**src/sv/lox_token_scanner_top_macros.svh**
```systemverilog
// Assertion macros shared by the scanner's checking code
`ifndef LOX_TOKEN_SCANNER_TOP_MACROS_SVH
`define LOX_TOKEN_SCANNER_TOP_MACROS_SVH

// antecedent holds, consequent holds in the same cycle
`define LTS_ASSERT_SAME(lbl, ante, cons, msg) \
	lbl: assert property (@(posedge clk) disable iff (!arst_n) (ante) |-> (cons)) \
		else $error(msg);

// antecedent holds, consequent holds in the next cycle
`define LTS_ASSERT_NEXT(lbl, ante, cons, msg) \
	lbl: assert property (@(posedge clk) disable iff (!arst_n) (ante) |=> (cons)) \
		else $error(msg);

`endif

```
**src/sv/lts_pkg.sv**
```systemverilog
package lts_pkg;

	// token kinds
	localparam logic [4:0] K_LPAREN    = 5'd0;
	localparam logic [4:0] K_RPAREN    = 5'd1;
	localparam logic [4:0] K_LBRACE    = 5'd2;
	localparam logic [4:0] K_RBRACE    = 5'd3;
	localparam logic [4:0] K_COMMA     = 5'd4;
	localparam logic [4:0] K_DOT       = 5'd5;
	localparam logic [4:0] K_MINUS     = 5'd6;
	localparam logic [4:0] K_PLUS      = 5'd7;
	localparam logic [4:0] K_SEMICOLON = 5'd8;
	localparam logic [4:0] K_SLASH     = 5'd9;
	localparam logic [4:0] K_STAR      = 5'd10;
	localparam logic [4:0] K_BANG      = 5'd11;
	localparam logic [4:0] K_BANG_EQ   = 5'd12;
	localparam logic [4:0] K_EQ        = 5'd13;
	localparam logic [4:0] K_EQ_EQ     = 5'd14;
	localparam logic [4:0] K_GT        = 5'd15;
	localparam logic [4:0] K_GE        = 5'd16;
	localparam logic [4:0] K_LT        = 5'd17;
	localparam logic [4:0] K_LE        = 5'd18;
	localparam logic [4:0] K_IDENT     = 5'd19;
	localparam logic [4:0] K_STRING    = 5'd20;
	localparam logic [4:0] K_NUMBER    = 5'd21;
	localparam logic [4:0] K_INVALID   = 5'd22;
	localparam logic [4:0] K_END       = 5'd23;

	// most tokens kept for one byte; lts_front drops any beyond these
	localparam int unsigned MAX_TOK = 4;

	typedef struct packed {
		logic [4:0]  kind;
		logic [15:0] offset;
		logic [15:0] length;
		logic [15:0] line;
	} token_t;

	// up to MAX_TOK tokens caused by one byte, oldest in slot 0
	typedef struct packed {
		token_t [MAX_TOK-1:0] tok;
		logic [2:0]           cnt;
	} bundle_t;

endpackage

```
**src/sv/lts_front.sv**
```systemverilog
module lts_front #(
	parameter int OFFSET_BITS = 16
) (
	input  logic              clk,
	input  logic              arst_n,
	input  logic              accept,
	input  logic [7:0]        text_byte,
	input  logic              end_of_text,
	output lts_pkg::bundle_t  bundle,
	output logic              bundle_valid
);
	import lts_pkg::*;

	// scan modes
	localparam logic [3:0] M_IDLE  = 4'd0;
	localparam logic [3:0] M_IDENT = 4'd1;
	localparam logic [3:0] M_NUM   = 4'd2;
	localparam logic [3:0] M_NUMPT = 4'd3;
	localparam logic [3:0] M_STR   = 4'd4;
	localparam logic [3:0] M_SLASH = 4'd5;
	localparam logic [3:0] M_CMT   = 4'd6;
	localparam logic [3:0] M_LT    = 4'd7;
	localparam logic [3:0] M_GT    = 4'd8;
	localparam logic [3:0] M_BANG  = 4'd9;
	localparam logic [3:0] M_EQ    = 4'd10;

	// characters of interest
	localparam logic [7:0] CH_NUL   = 8'h00;
	localparam logic [7:0] CH_TAB   = 8'h09;
	localparam logic [7:0] CH_NL    = 8'h0A;
	localparam logic [7:0] CH_CR    = 8'h0D;
	localparam logic [7:0] CH_SPACE = 8'h20;
	localparam logic [7:0] CH_BANG  = 8'h21;
	localparam logic [7:0] CH_QUOTE = 8'h22;
	localparam logic [7:0] CH_LPAR  = 8'h28;
	localparam logic [7:0] CH_RPAR  = 8'h29;
	localparam logic [7:0] CH_STAR  = 8'h2A;
	localparam logic [7:0] CH_PLUS  = 8'h2B;
	localparam logic [7:0] CH_COMMA = 8'h2C;
	localparam logic [7:0] CH_MINUS = 8'h2D;
	localparam logic [7:0] CH_POINT = 8'h2E;
	localparam logic [7:0] CH_SLASH = 8'h2F;
	localparam logic [7:0] CH_SEMI  = 8'h3B;
	localparam logic [7:0] CH_LT    = 8'h3C;
	localparam logic [7:0] CH_EQ    = 8'h3D;
	localparam logic [7:0] CH_GT    = 8'h3E;
	localparam logic [7:0] CH_UNDER = 8'h5F;
	localparam logic [7:0] CH_LBRC  = 8'h7B;
	localparam logic [7:0] CH_RBRC  = 8'h7D;

	localparam int NCAND = 6;

	function automatic logic is_letter(input logic [7:0] c);
		return (c >= 8'h61 && c <= 8'h7A) || (c >= 8'h41 && c <= 8'h5A) || c == CH_UNDER;
	endfunction

	function automatic logic is_digit(input logic [7:0] c);
		return c >= 8'h30 && c <= 8'h39;
	endfunction

	function automatic logic [15:0] sat16(input logic [15:0] v, input logic [1:0] a);
		logic [16:0] s;
		s = {1'b0, v} + {15'b0, a};
		return s[16] ? 16'hFFFF : s[15:0];
	endfunction

	// low 16 bits of an offset, zero filled for narrow offsets
	function automatic logic [15:0] off16(input logic [OFFSET_BITS-1:0] x);
		logic [OFFSET_BITS+15:0] e;
		e = {16'b0, x};
		return e[15:0];
	endfunction

	// one-character kind of a pending operator; the two-character kind is one above
	function automatic logic [4:0] op_kind(input logic [3:0] m);
		case (m)
			M_LT:    return K_LT;
			M_GT:    return K_GT;
			M_BANG:  return K_BANG;
			default: return K_EQ;
		endcase
	endfunction

	function automatic token_t mk(input logic [4:0] k, input logic [15:0] o,
			input logic [15:0] l, input logic [15:0] ln);
		token_t t;
		t.kind   = k;
		t.offset = o;
		t.length = l;
		t.line   = ln;
		return t;
	endfunction

	logic [3:0]             mode_q, mode_n;
	logic [OFFSET_BITS-1:0] start_q, start_n;
	logic [15:0]            len_q, len_n;
	logic [15:0]            line_q, line_n;
	logic [OFFSET_BITS-1:0] boff_q, boff_n;
	logic                   seen_q, seen_n;

	logic                   do_idle;
	logic                   is_end;
	logic [NCAND-1:0]       cand_v;
	token_t [NCAND-1:0]     cand_t;
	logic [2:0]             cnt;

	// next state and the tokens of this byte
	// slots 0..1 close the running token, slot 2 is a fresh single token,
	// slots 3..4 flush a pending token at end of text, slot 5 is END
	always_comb begin
		mode_n  = mode_q;
		start_n = start_q;
		len_n   = len_q;
		line_n  = line_q;
		seen_n  = seen_q;
		boff_n  = boff_q;
		cand_v  = '0;
		cand_t  = '0;
		do_idle = 1'b0;
		is_end  = (text_byte == CH_NUL) || end_of_text;

		if (text_byte != CH_NUL) begin
			case (mode_q)
				M_IDENT: begin
					if (is_letter(text_byte) || is_digit(text_byte)) begin
						len_n = sat16(len_q, 2'd1);
					end else begin
						cand_v[0] = 1'b1;
						cand_t[0] = mk(K_IDENT, off16(start_q), len_q, line_q);
						do_idle   = 1'b1;
					end
				end
				M_NUM: begin
					if (is_digit(text_byte)) begin
						len_n = sat16(len_q, 2'd1);
					end else if (text_byte == CH_POINT && !seen_q) begin
						mode_n = M_NUMPT;
					end else begin
						cand_v[0] = 1'b1;
						cand_t[0] = mk(K_NUMBER, off16(start_q), len_q, line_q);
						do_idle   = 1'b1;
					end
				end
				M_NUMPT: begin
					if (is_digit(text_byte)) begin
						seen_n = 1'b1;
						len_n  = sat16(len_q, 2'd2);
						mode_n = M_NUM;
					end else begin
						// the point had no digit after it: it stands alone
						cand_v[0] = 1'b1;
						cand_t[0] = mk(K_NUMBER, off16(start_q), len_q, line_q);
						cand_v[1] = 1'b1;
						cand_t[1] = mk(K_DOT, off16(boff_q - 1'b1), 16'd0, line_q);
						do_idle   = 1'b1;
					end
				end
				M_STR: begin
					if (text_byte == CH_QUOTE) begin
						cand_v[0] = 1'b1;
						cand_t[0] = mk(K_STRING, off16(start_q), len_q, line_q);
						mode_n    = M_IDLE;
					end else begin
						if (text_byte == CH_NL) begin
							line_n = sat16(line_q, 2'd1);
						end
						len_n = sat16(len_q, 2'd1);
					end
				end
				M_SLASH: begin
					if (text_byte == CH_SLASH) begin
						mode_n = M_CMT;
					end else begin
						cand_v[0] = 1'b1;
						cand_t[0] = mk(K_SLASH, off16(start_q), 16'd0, line_q);
						do_idle   = 1'b1;
					end
				end
				M_CMT: begin
					if (text_byte == CH_NL) begin
						line_n = sat16(line_q, 2'd1);
						mode_n = M_IDLE;
					end
				end
				M_LT, M_GT, M_BANG, M_EQ: begin
					cand_v[0] = 1'b1;
					if (text_byte == CH_EQ) begin
						cand_t[0] = mk(op_kind(mode_q) + 5'd1, off16(start_q), 16'd0, line_q);
						mode_n    = M_IDLE;
					end else begin
						cand_t[0] = mk(op_kind(mode_q), off16(start_q), 16'd0, line_q);
						do_idle   = 1'b1;
					end
				end
				default: begin
					do_idle = 1'b1;
				end
			endcase

			// byte seen between tokens
			if (do_idle) begin
				mode_n = M_IDLE;
				if (is_letter(text_byte) || is_digit(text_byte)) begin
					mode_n  = is_digit(text_byte) ? M_NUM : M_IDENT;
					start_n = boff_q;
					len_n   = 16'd1;
					seen_n  = 1'b0;
				end else begin
					cand_t[2] = mk(K_INVALID, off16(boff_q), 16'd0, line_q);
					case (text_byte)
						CH_LT: begin
							mode_n  = M_LT;
							start_n = boff_q;
						end
						CH_GT: begin
							mode_n  = M_GT;
							start_n = boff_q;
						end
						CH_BANG: begin
							mode_n  = M_BANG;
							start_n = boff_q;
						end
						CH_EQ: begin
							mode_n  = M_EQ;
							start_n = boff_q;
						end
						CH_SLASH: begin
							mode_n  = M_SLASH;
							start_n = boff_q;
						end
						CH_QUOTE: begin
							mode_n  = M_STR;
							start_n = boff_q + 1'b1;
							len_n   = 16'd0;
						end
						CH_SPACE, CH_TAB, CH_CR: begin
						end
						CH_NL: begin
							line_n = sat16(line_q, 2'd1);
						end
						CH_LPAR: begin
							cand_v[2] = 1'b1;
							cand_t[2].kind = K_LPAREN;
						end
						CH_RPAR: begin
							cand_v[2] = 1'b1;
							cand_t[2].kind = K_RPAREN;
						end
						CH_LBRC: begin
							cand_v[2] = 1'b1;
							cand_t[2].kind = K_LBRACE;
						end
						CH_RBRC: begin
							cand_v[2] = 1'b1;
							cand_t[2].kind = K_RBRACE;
						end
						CH_COMMA: begin
							cand_v[2] = 1'b1;
							cand_t[2].kind = K_COMMA;
						end
						CH_POINT: begin
							cand_v[2] = 1'b1;
							cand_t[2].kind = K_DOT;
						end
						CH_MINUS: begin
							cand_v[2] = 1'b1;
							cand_t[2].kind = K_MINUS;
						end
						CH_PLUS: begin
							cand_v[2] = 1'b1;
							cand_t[2].kind = K_PLUS;
						end
						CH_SEMI: begin
							cand_v[2] = 1'b1;
							cand_t[2].kind = K_SEMICOLON;
						end
						CH_STAR: begin
							cand_v[2] = 1'b1;
							cand_t[2].kind = K_STAR;
						end
						default: begin
							cand_v[2] = 1'b1;
						end
					endcase
				end
			end
			boff_n = boff_q + 1'b1;
		end

		// end of text: flush what is pending, then END, then restart
		if (is_end) begin
			case (mode_n)
				M_IDENT: begin
					cand_v[3] = 1'b1;
					cand_t[3] = mk(K_IDENT, off16(start_n), len_n, line_n);
				end
				M_NUM: begin
					cand_v[3] = 1'b1;
					cand_t[3] = mk(K_NUMBER, off16(start_n), len_n, line_n);
				end
				M_NUMPT: begin
					cand_v[3] = 1'b1;
					cand_t[3] = mk(K_NUMBER, off16(start_n), len_n, line_n);
					cand_v[4] = 1'b1;
					cand_t[4] = mk(K_DOT, off16(boff_n - 1'b1), 16'd0, line_n);
				end
				M_STR: begin
					// unterminated string
					cand_v[3] = 1'b1;
					cand_t[3] = mk(K_INVALID, off16(start_n), 16'd0, line_n);
				end
				M_SLASH: begin
					cand_v[3] = 1'b1;
					cand_t[3] = mk(K_SLASH, off16(start_n), 16'd0, line_n);
				end
				M_LT, M_GT, M_BANG, M_EQ: begin
					cand_v[3] = 1'b1;
					cand_t[3] = mk(op_kind(mode_n), off16(start_n), 16'd0, line_n);
				end
				default: begin
				end
			endcase
			cand_v[5] = 1'b1;
			cand_t[5] = mk(K_END, off16(boff_n), 16'd0, line_n);
			mode_n    = M_IDLE;
			boff_n    = '0;
			line_n    = 16'd1;
			len_n     = 16'd0;
			seen_n    = 1'b0;
		end
	end

	// pack the valid tokens in order, dropping any beyond the fourth
	always_comb begin
		bundle = '0;
		cnt    = 3'd0;
		for (int i = 0; i < NCAND; i++) begin
			if (cand_v[i] && cnt < 3'(MAX_TOK)) begin
				bundle.tok[cnt[1:0]] = cand_t[i];
				cnt = cnt + 3'd1;
			end
		end
		bundle.cnt   = cnt;
		bundle_valid = accept && (cnt != 3'd0);
	end

	// scanner state
	always_ff @(posedge clk or negedge arst_n) begin
		if (!arst_n) begin
			mode_q  <= M_IDLE;
			start_q <= '0;
			len_q   <= 16'd0;
			line_q  <= 16'd1;
			boff_q  <= '0;
			seen_q  <= 1'b0;
		end else if (accept) begin
			mode_q  <= mode_n;
			start_q <= start_n;
			len_q   <= len_n;
			line_q  <= line_n;
			boff_q  <= boff_n;
			seen_q  <= seen_n;
		end
	end

endmodule

```
**src/sv/lts_queue.sv**
```systemverilog
module lts_queue #(
	parameter int DEPTH = 4
) (
	input  logic             clk,
	input  logic             arst_n,
	input  logic             wr_en,
	input  lts_pkg::bundle_t wr_data,
	output logic             full,
	input  logic             rd_en,
	output lts_pkg::bundle_t rd_data,
	output logic             empty
);
	import lts_pkg::*;

	localparam int PW = (DEPTH > 1) ? $clog2(DEPTH) : 1;
	localparam int CW = $clog2(DEPTH + 1);

	bundle_t         mem_q [DEPTH];
	logic [PW-1:0]   wr_ptr_q;
	logic [PW-1:0]   rd_ptr_q;
	logic [CW-1:0]   count_q;
	logic            do_wr;
	logic            do_rd;

	assign full    = (count_q == CW'(DEPTH));
	assign empty   = (count_q == '0);
	assign do_wr   = wr_en && !full;
	assign do_rd   = rd_en && !empty;
	assign rd_data = mem_q[rd_ptr_q];

	// bundle storage
	always_ff @(posedge clk) begin
		if (do_wr) begin
			mem_q[wr_ptr_q] <= wr_data;
		end
	end

	// pointers and fill level
	always_ff @(posedge clk or negedge arst_n) begin
		if (!arst_n) begin
			wr_ptr_q <= '0;
			rd_ptr_q <= '0;
			count_q  <= '0;
		end else begin
			if (do_wr) begin
				wr_ptr_q <= (wr_ptr_q == PW'(DEPTH - 1)) ? '0 : wr_ptr_q + 1'b1;
			end
			if (do_rd) begin
				rd_ptr_q <= (rd_ptr_q == PW'(DEPTH - 1)) ? '0 : rd_ptr_q + 1'b1;
			end
			if (do_wr && !do_rd) begin
				count_q <= count_q + 1'b1;
			end else if (do_rd && !do_wr) begin
				count_q <= count_q - 1'b1;
			end
		end
	end

endmodule

```
**src/sv/lts_back.sv**
```systemverilog
module lts_back (
	input  logic             clk,
	input  logic             arst_n,
	input  lts_pkg::bundle_t q_data,
	input  logic             q_empty,
	output logic             q_rd,
	output logic [4:0]       token_kind,
	output logic [15:0]      token_offset,
	output logic [15:0]      token_length,
	output logic [15:0]      line_number,
	output logic             last_of_run,
	output logic             empty,
	input  logic             pop
);
	import lts_pkg::*;

	bundle_t    bnd_q;
	logic [2:0] rem_q;
	logic       pop_ok;

	assign empty  = (rem_q == 3'd0);
	assign pop_ok = pop && !empty;
	// take the next bundle when nothing is shown or its last token leaves
	assign q_rd   = !q_empty && (empty || (pop_ok && rem_q == 3'd1));

	assign token_kind   = bnd_q.tok[0].kind;
	assign token_offset = bnd_q.tok[0].offset;
	assign token_length = bnd_q.tok[0].length;
	assign line_number  = bnd_q.tok[0].line;
	assign last_of_run  = (rem_q == 3'd1);

	// token payload: load a bundle or shift the next token into slot 0
	always_ff @(posedge clk) begin
		if (q_rd) begin
			bnd_q <= q_data;
		end else if (pop_ok) begin
			for (int i = 0; i < MAX_TOK - 1; i++) begin
				bnd_q.tok[i] <= bnd_q.tok[i+1];
			end
		end
	end

	// tokens still to transfer from the held bundle
	always_ff @(posedge clk or negedge arst_n) begin
		if (!arst_n) begin
			rem_q <= 3'd0;
		end else if (q_rd) begin
			rem_q <= q_data.cnt;
		end else if (pop_ok) begin
			rem_q <= rem_q - 3'd1;
		end
	end

endmodule

```
**src/sv/lox_token_scanner_top.sv**
```systemverilog
// Streaming lexical scanner for Lox text: one source byte goes in per transfer and the tokens
// it completes come out as a queue, oldest first, one token per pop, with last_of_run set on
// the final token of each byte. A byte is taken in the cycle it is pushed whenever the bundle
// queue (QUEUE_DEPTH entries of up to four tokens) has room, so the input sustains one byte per
// cycle; the output moves one token per cycle while pop is held and tokens wait, so when bytes
// yield more than one token on average the output port sets the sustained rate and full rises
// once the queue fills. Tokens are registered in the queue and then in the back end. Byte 0 or
// end_of_text flushes the pending token, emits END unless four tokens precede it, and restarts
// offset and line count. Offsets are kept OFFSET_BITS wide and reported as their low 16 bits.
`include "lox_token_scanner_top_macros.svh"

module lox_token_scanner_top #(
	parameter int OFFSET_BITS = 16,
	parameter int QUEUE_DEPTH = 4
) (
	input  logic        clk,
	input  logic        arst_n,
	input  logic [7:0]  text_byte,
	input  logic        end_of_text,
	input  logic        push,
	output logic        full,
	output logic [4:0]  token_kind,
	output logic [15:0] token_offset,
	output logic [15:0] token_length,
	output logic [15:0] line_number,
	output logic        last_of_run,
	output logic        empty,
	input  logic        pop
);
	import lts_pkg::*;

	logic    accept;
	bundle_t f_bundle;
	logic    f_push;
	logic    q_full;
	logic    q_empty;
	logic    q_rd;
	bundle_t q_data;

	assign full   = q_full;
	assign accept = push && !q_full;

	// front: decode each byte into its bundle of tokens
	lts_front #(
		.OFFSET_BITS(OFFSET_BITS)
	) u_front (
		.clk         (clk),
		.arst_n      (arst_n),
		.accept      (accept),
		.text_byte   (text_byte),
		.end_of_text (end_of_text),
		.bundle      (f_bundle),
		.bundle_valid(f_push)
	);

	// decoupling queue of bundles
	lts_queue #(
		.DEPTH(QUEUE_DEPTH)
	) u_queue (
		.clk    (clk),
		.arst_n (arst_n),
		.wr_en  (f_push),
		.wr_data(f_bundle),
		.full   (q_full),
		.rd_en  (q_rd),
		.rd_data(q_data),
		.empty  (q_empty)
	);

	// back: hand out tokens one transfer at a time
	lts_back u_back (
		.clk         (clk),
		.arst_n      (arst_n),
		.q_data      (q_data),
		.q_empty     (q_empty),
		.q_rd        (q_rd),
		.token_kind  (token_kind),
		.token_offset(token_offset),
		.token_length(token_length),
		.line_number (line_number),
		.last_of_run (last_of_run),
		.empty       (empty),
		.pop         (pop)
	);

	// an end-of-text byte always leaves at least one token behind
	`LTS_ASSERT_SAME(a_end_pushes, accept && (text_byte == 8'h00 || end_of_text), f_push, "end of text produced no tokens")

	// a waiting bundle reaches the output in the next cycle
	`LTS_ASSERT_NEXT(a_back_fills, empty && !q_empty, !empty, "queued bundle not shown")

	// the last token of a run leaves the output empty when nothing is queued
	`LTS_ASSERT_NEXT(a_run_drains, pop && !empty && last_of_run && q_empty, empty, "token shown after run drained")

endmodule
```
**config.mk**
```make
export PLATFORM = sky130hd
export DESIGN_NAME = lox_token_scanner_top
export DESIGN_NICKNAME = d
export VERILOG_FILES = /design/src/sv/lts_pkg.sv /design/src/sv/lts_front.sv /design/src/sv/lts_queue.sv /design/src/sv/lts_back.sv /design/src/sv/lox_token_scanner_top.sv
export VERILOG_INCLUDE_DIRS = /design/src /design/src/sv
export SDC_FILE = /design/constraint.sdc
export NUM_CORES = 2
export LEC_CHECK = 0
export ABC_AREA = 1
export BUFFER_PORTS_ARGS = -buffer_cell sky130_fd_sc_hd__buf_2
export CORE_MARGIN = 2
export CORE_UTILIZATION = 50
export CTS_CLUSTER_DIAMETER = 120
export DETAILED_ROUTE_END_ITERATION = 8
export HOLD_SLACK_MARGIN = 0.15
export MAX_ROUTING_LAYER = met4
export PLACE_DENSITY = 0.66
export SETUP_SLACK_MARGIN = 0.02
export SYNTH_ARGS = -nofsm -noshare
export SYNTH_HDL_FRONTEND = slang
export SYNTH_SLANG_ARGS = --single-unit
```
**constraint.sdc**
```tcl
create_clock -name clk -period 33.3 [get_ports clk]
set_input_delay 6.66 -clock clk [delete_from_list [all_inputs] [get_ports clk]]
set_output_delay 6.66 -clock clk [all_outputs]
set_load 0.01 [all_outputs]
```
==> impl_metrics.env <==
export IMPL_track_usage_pct=27.5
export IMPL_h_tree_depth=3
export IMPL_nNetsFinal=5026
export IMPL_synth_top_cell_by_area="edfxtp_1"
export IMPL_power_leakage_nw=20.9
export IMPL_fin_area_mm2=0.0577
export IMPL_final_hold_viol_count=0
export IMPL_cts_path_max_buffers=3
export IMPL_antenna_found_initial=5
export IMPL_post_drt_wl_per_cell_um=22.6
export IMPL_routed_wl_mm=146
export IMPL_io_pins=69
export IMPL_grt_pass1_vias=35577
export IMPL_crit_path_top_delay_cell="buf_4"
export IMPL_die_w_um=330
export IMPL_synth_avg_cell_area_um2=10.4
export IMPL_cts_sinks=1151
export IMPL_max_vdd_ir_drop_v=0.0000787
export IMPL_io_buffer_count=68
export IMPL_synth_area_leaders="edfxtp_1 (61%), nand2_1 (6.8%), o21ai_0 (6.6%), nor2_1 (4.9%), dfrtp_1 (3.7%)"
export IMPL_initial_core_util_pct=50.4
export IMPL_cpMostUsedCell="inv_1"
export IMPL_yosysTopAreaCellShare_pct=60.7
export IMPL_avgViaCountPerCell=5.91
export IMPL_timing_final_crit_share_pct=43.8
export IMPL_power_mw=6.39
export IMPL_synth_most_common_cell="edfxtp_1"
export IMPL_grt_max_degree=176
export IMPL_drc=0
export IMPL_worstSetupPathType="input port to flop"
export IMPL_worst_hold_slack_ns=0.501
export IMPL_highest_layer="met4"
export IMPL_ys_flop_type="edfxtp_1"
export IMPL_gp_congestion=0.987
export IMPL_synthesis_area_mm2=0.0530
export IMPL_finClkSkew_ns=0.0309
export IMPL_dpl_cell_area_mm2=0.0540
export IMPL_die_area_mm2=0.109
export IMPL_finalSetupViolCount=0
export IMPL_status="complete, no violations"
export IMPL_synth_nets=5142
export IMPL_sequentialPowerShare_pct=39.6
export IMPL_ys_types=61
export IMPL_std_cell_rows=119
export IMPL_numCtsBuffers=114
export IMPL_synthCells=5098
export IMPL_crit_required_ns=33.62
export IMPL_drive_gt1_share_pct=8.90
export IMPL_worst_pin_slew_ns=1.15
export IMPL_yosysSeqAreaShare_pct=64.4
export IMPL_maxSlewViolCount=0
export IMPL_clkPwrFrac_pct=19.6
export IMPL_ctsRootBufferMaster="clkbuf_16"
export IMPL_hold_class="flop to flop"
export IMPL_synth_ff_latch_count=1151
export IMPL_cts_resized_gates=0
export IMPL_via_count=38247
export IMPL_drt_first_pass_iters=7
export IMPL_p_int_mw=3.68
export IMPL_core_mm2=0.105
export IMPL_finalSetupTns_ns=0
export IMPL_start_kind="input port"
export IMPL_path_max_fanout=134
export IMPL_post_cts_buffers=0
export IMPL_power_switching_mw=2.71
export IMPL_wl_met3_mm=13.1
export IMPL_cts_tree="yes"
export IMPL_cp_slowest_stage_delay_ns=0.84
export IMPL_yosys_warnings=0
export IMPL_grt_ovfl_total=0
export IMPL_power_share_switching_pct=42.3
export IMPL_timing_fmax_mhz=68.5
export IMPL_die_h_um=330
export IMPL_rsz0062_at_grt="false"
export IMPL_drv_cap=0
export IMPL_postSynth_asyncResetShare_pct=6.86
export IMPL_powerDensity_mw_per_mm2=111
export IMPL_initialDrtViolationCount=4496
export IMPL_area_growth_pct=8.77
export IMPL_synth_edf_count=1072
export IMPL_post_route_min_period_ns=14.59
export IMPL_fin_util_pct=54.8
export IMPL_grt_first_pass_wirelength_mm=221
export IMPL_holdBufCountCts=0
export IMPL_dp_hpwl_mm=90.5
export IMPL_endpoint_kind="flop"
export IMPL_postRouteAntennaNets=0
export IMPL_dr_wl_met2_mm=66.3
export IMPL_clock_latency_ns=0.72
export IMPL_cp_arrival_ns=14.91
export IMPL_synth_commonest_cells="edfxtp_1 (1,072), nand2_1 (961), o21ai_0 (703)"
export IMPL_max_slew_margin_rel_pct=22.8
export IMPL_comb_power_share_pct=40.8
export IMPL_wl_met1_mm=64.2
export IMPL_path_clk_slew_ns=0.06
==> metal layers <==
metal | global-route usage (%) | vias to the layer above
met2 | 40.8 | 1766
met3 | 4.73 | 209
li1 | - | 17675
met1 | 39.9 | 18597
met5 | - | -
met4 | 6.25 | 0
==> stage by stage <==
stage                     setup slack (ns)  instances
after floorplan                      13.27       5098
after global placement               18.25       6257
after detailed placement             18.13       6257
after CTS                            18.87       6469
after global routing                 18.15       6472
final                                18.71       6472
==> layout make-up <==
type                    instances  area, µm²
well taps                    1391       1740
fillers                      8981      47600
clock inverters                62        568
diodes                          3       7.51
inverters                     303       1160
repair buffers                126        828
flip-flops and latches       1151      34200
multi-input cells            3286      16100
clock buffers                 150       3090
==> cells in the final DEF (no fill, tap or decap), types with 20 or more instances in the layout <==
master / count
o21ai_1: 68
a22oi_1: 35
dfrtp_1: 76
a31oi_1: 25
nand3_1: 107
nand2_2: 21
a21oi_1: 66
nor2_1: 683
nand2_1: 961
inv_2: 37
xor2_1: 51
ha_1: 29
nor3_1: 44
buf_2: 67
o22ai_1: 299
buf_4: 55
edfxtp_1: 1072
inv_1: 256
o211ai_1: 39
nor2_2: 20
clkbuf_16: 115
clkinv_1: 28
o21ai_0: 702
clkbuf_1: 27
==> state kept, by name, summed over array words and instances, names as in the netlist, 2 cells and up <==
name,cells
u_front.start_q,16
u_queue.count_q,3
u_queue.mem_q,860
u_back.token_length,16
u_front.line_q,16
u_back.bnd_q,159
u_front.boff_q,16
u_back.token_offset,16
u_queue.wr_ptr_q,2
u_back.token_kind,5
u_back.line_number,16
u_back.rem_q,3
u_front.mode_q,4
u_front.len_q,16
u_queue.rd_ptr_q,2
==> path summary, 6_finish.rpt <==
check / to / from / slack (ns) / cells past startpoint
worst max-delay path: u_queue.mem_q[1][71] / text_byte[7] / 18.71 / 33
worst min-delay path: u_back.bnd_q[63] / u_back.bnd_q[116] / 0.50 / 2
worst max register to register: u_queue.mem_q[1][71] / u_front.mode_q[2] / 24.15 / 29
worst min register to register: u_back.bnd_q[63] / u_back.bnd_q[116] / 0.50 / 2
max in group asynchronous: u_front.boff_q[11] / arst_n / 26.30 / 2
min in group asynchronous: u_front.len_q[1] / arst_n / 5.92 / 1
==> power groups by stage <==
stage / Combinational (mW) / Clock, mW / Sequential [mW]
6_report: 2.61 / 1.25 / 2.53
5_1_grt: 2.84 / 1.32 / 2.57
4_1_cts: 2.59 / 1.27 / 2.53
3_5_place_dp: 2.58 / 0 / 2.56
3_3_place_gp: 2.55 / 0 / 2.55
2_1_floorplan: 1.70 / 0 / 2.64
==> kinds of logic (layout without fill, tap and decap cells) <==
| family | after synthesis | count (layout) | synth area share (%) |
|---|---|---|---|
| compound gates | 1284 | 1284 | 13.7 |
| xor+xnor | 59 | 59 | 0.975 |
| fa+ha+maj | 31 | 31 | 0.746 |
| buf+inv | 661 | 641 | 5.32 |
| flops | 1151 | 1151 | 64.4 |
| mux | 2 | 2 | 0.0401 |
| other cells | 0 | 3 | 0 |
| simple gates | 1910 | 1910 | 14.8 |
==> worst max-delay path, delay by kind of cell <==
kind	cells	cell delay (ns)
buffers and inverters	12	3.38
adder cells (fa/ha/maj)	3	0.59
AO/OA/AOI/OAI	1	0.14
AND/OR/NAND/NOR	17	3.87
No activity file was read; power rests on OpenSTA's default activity.
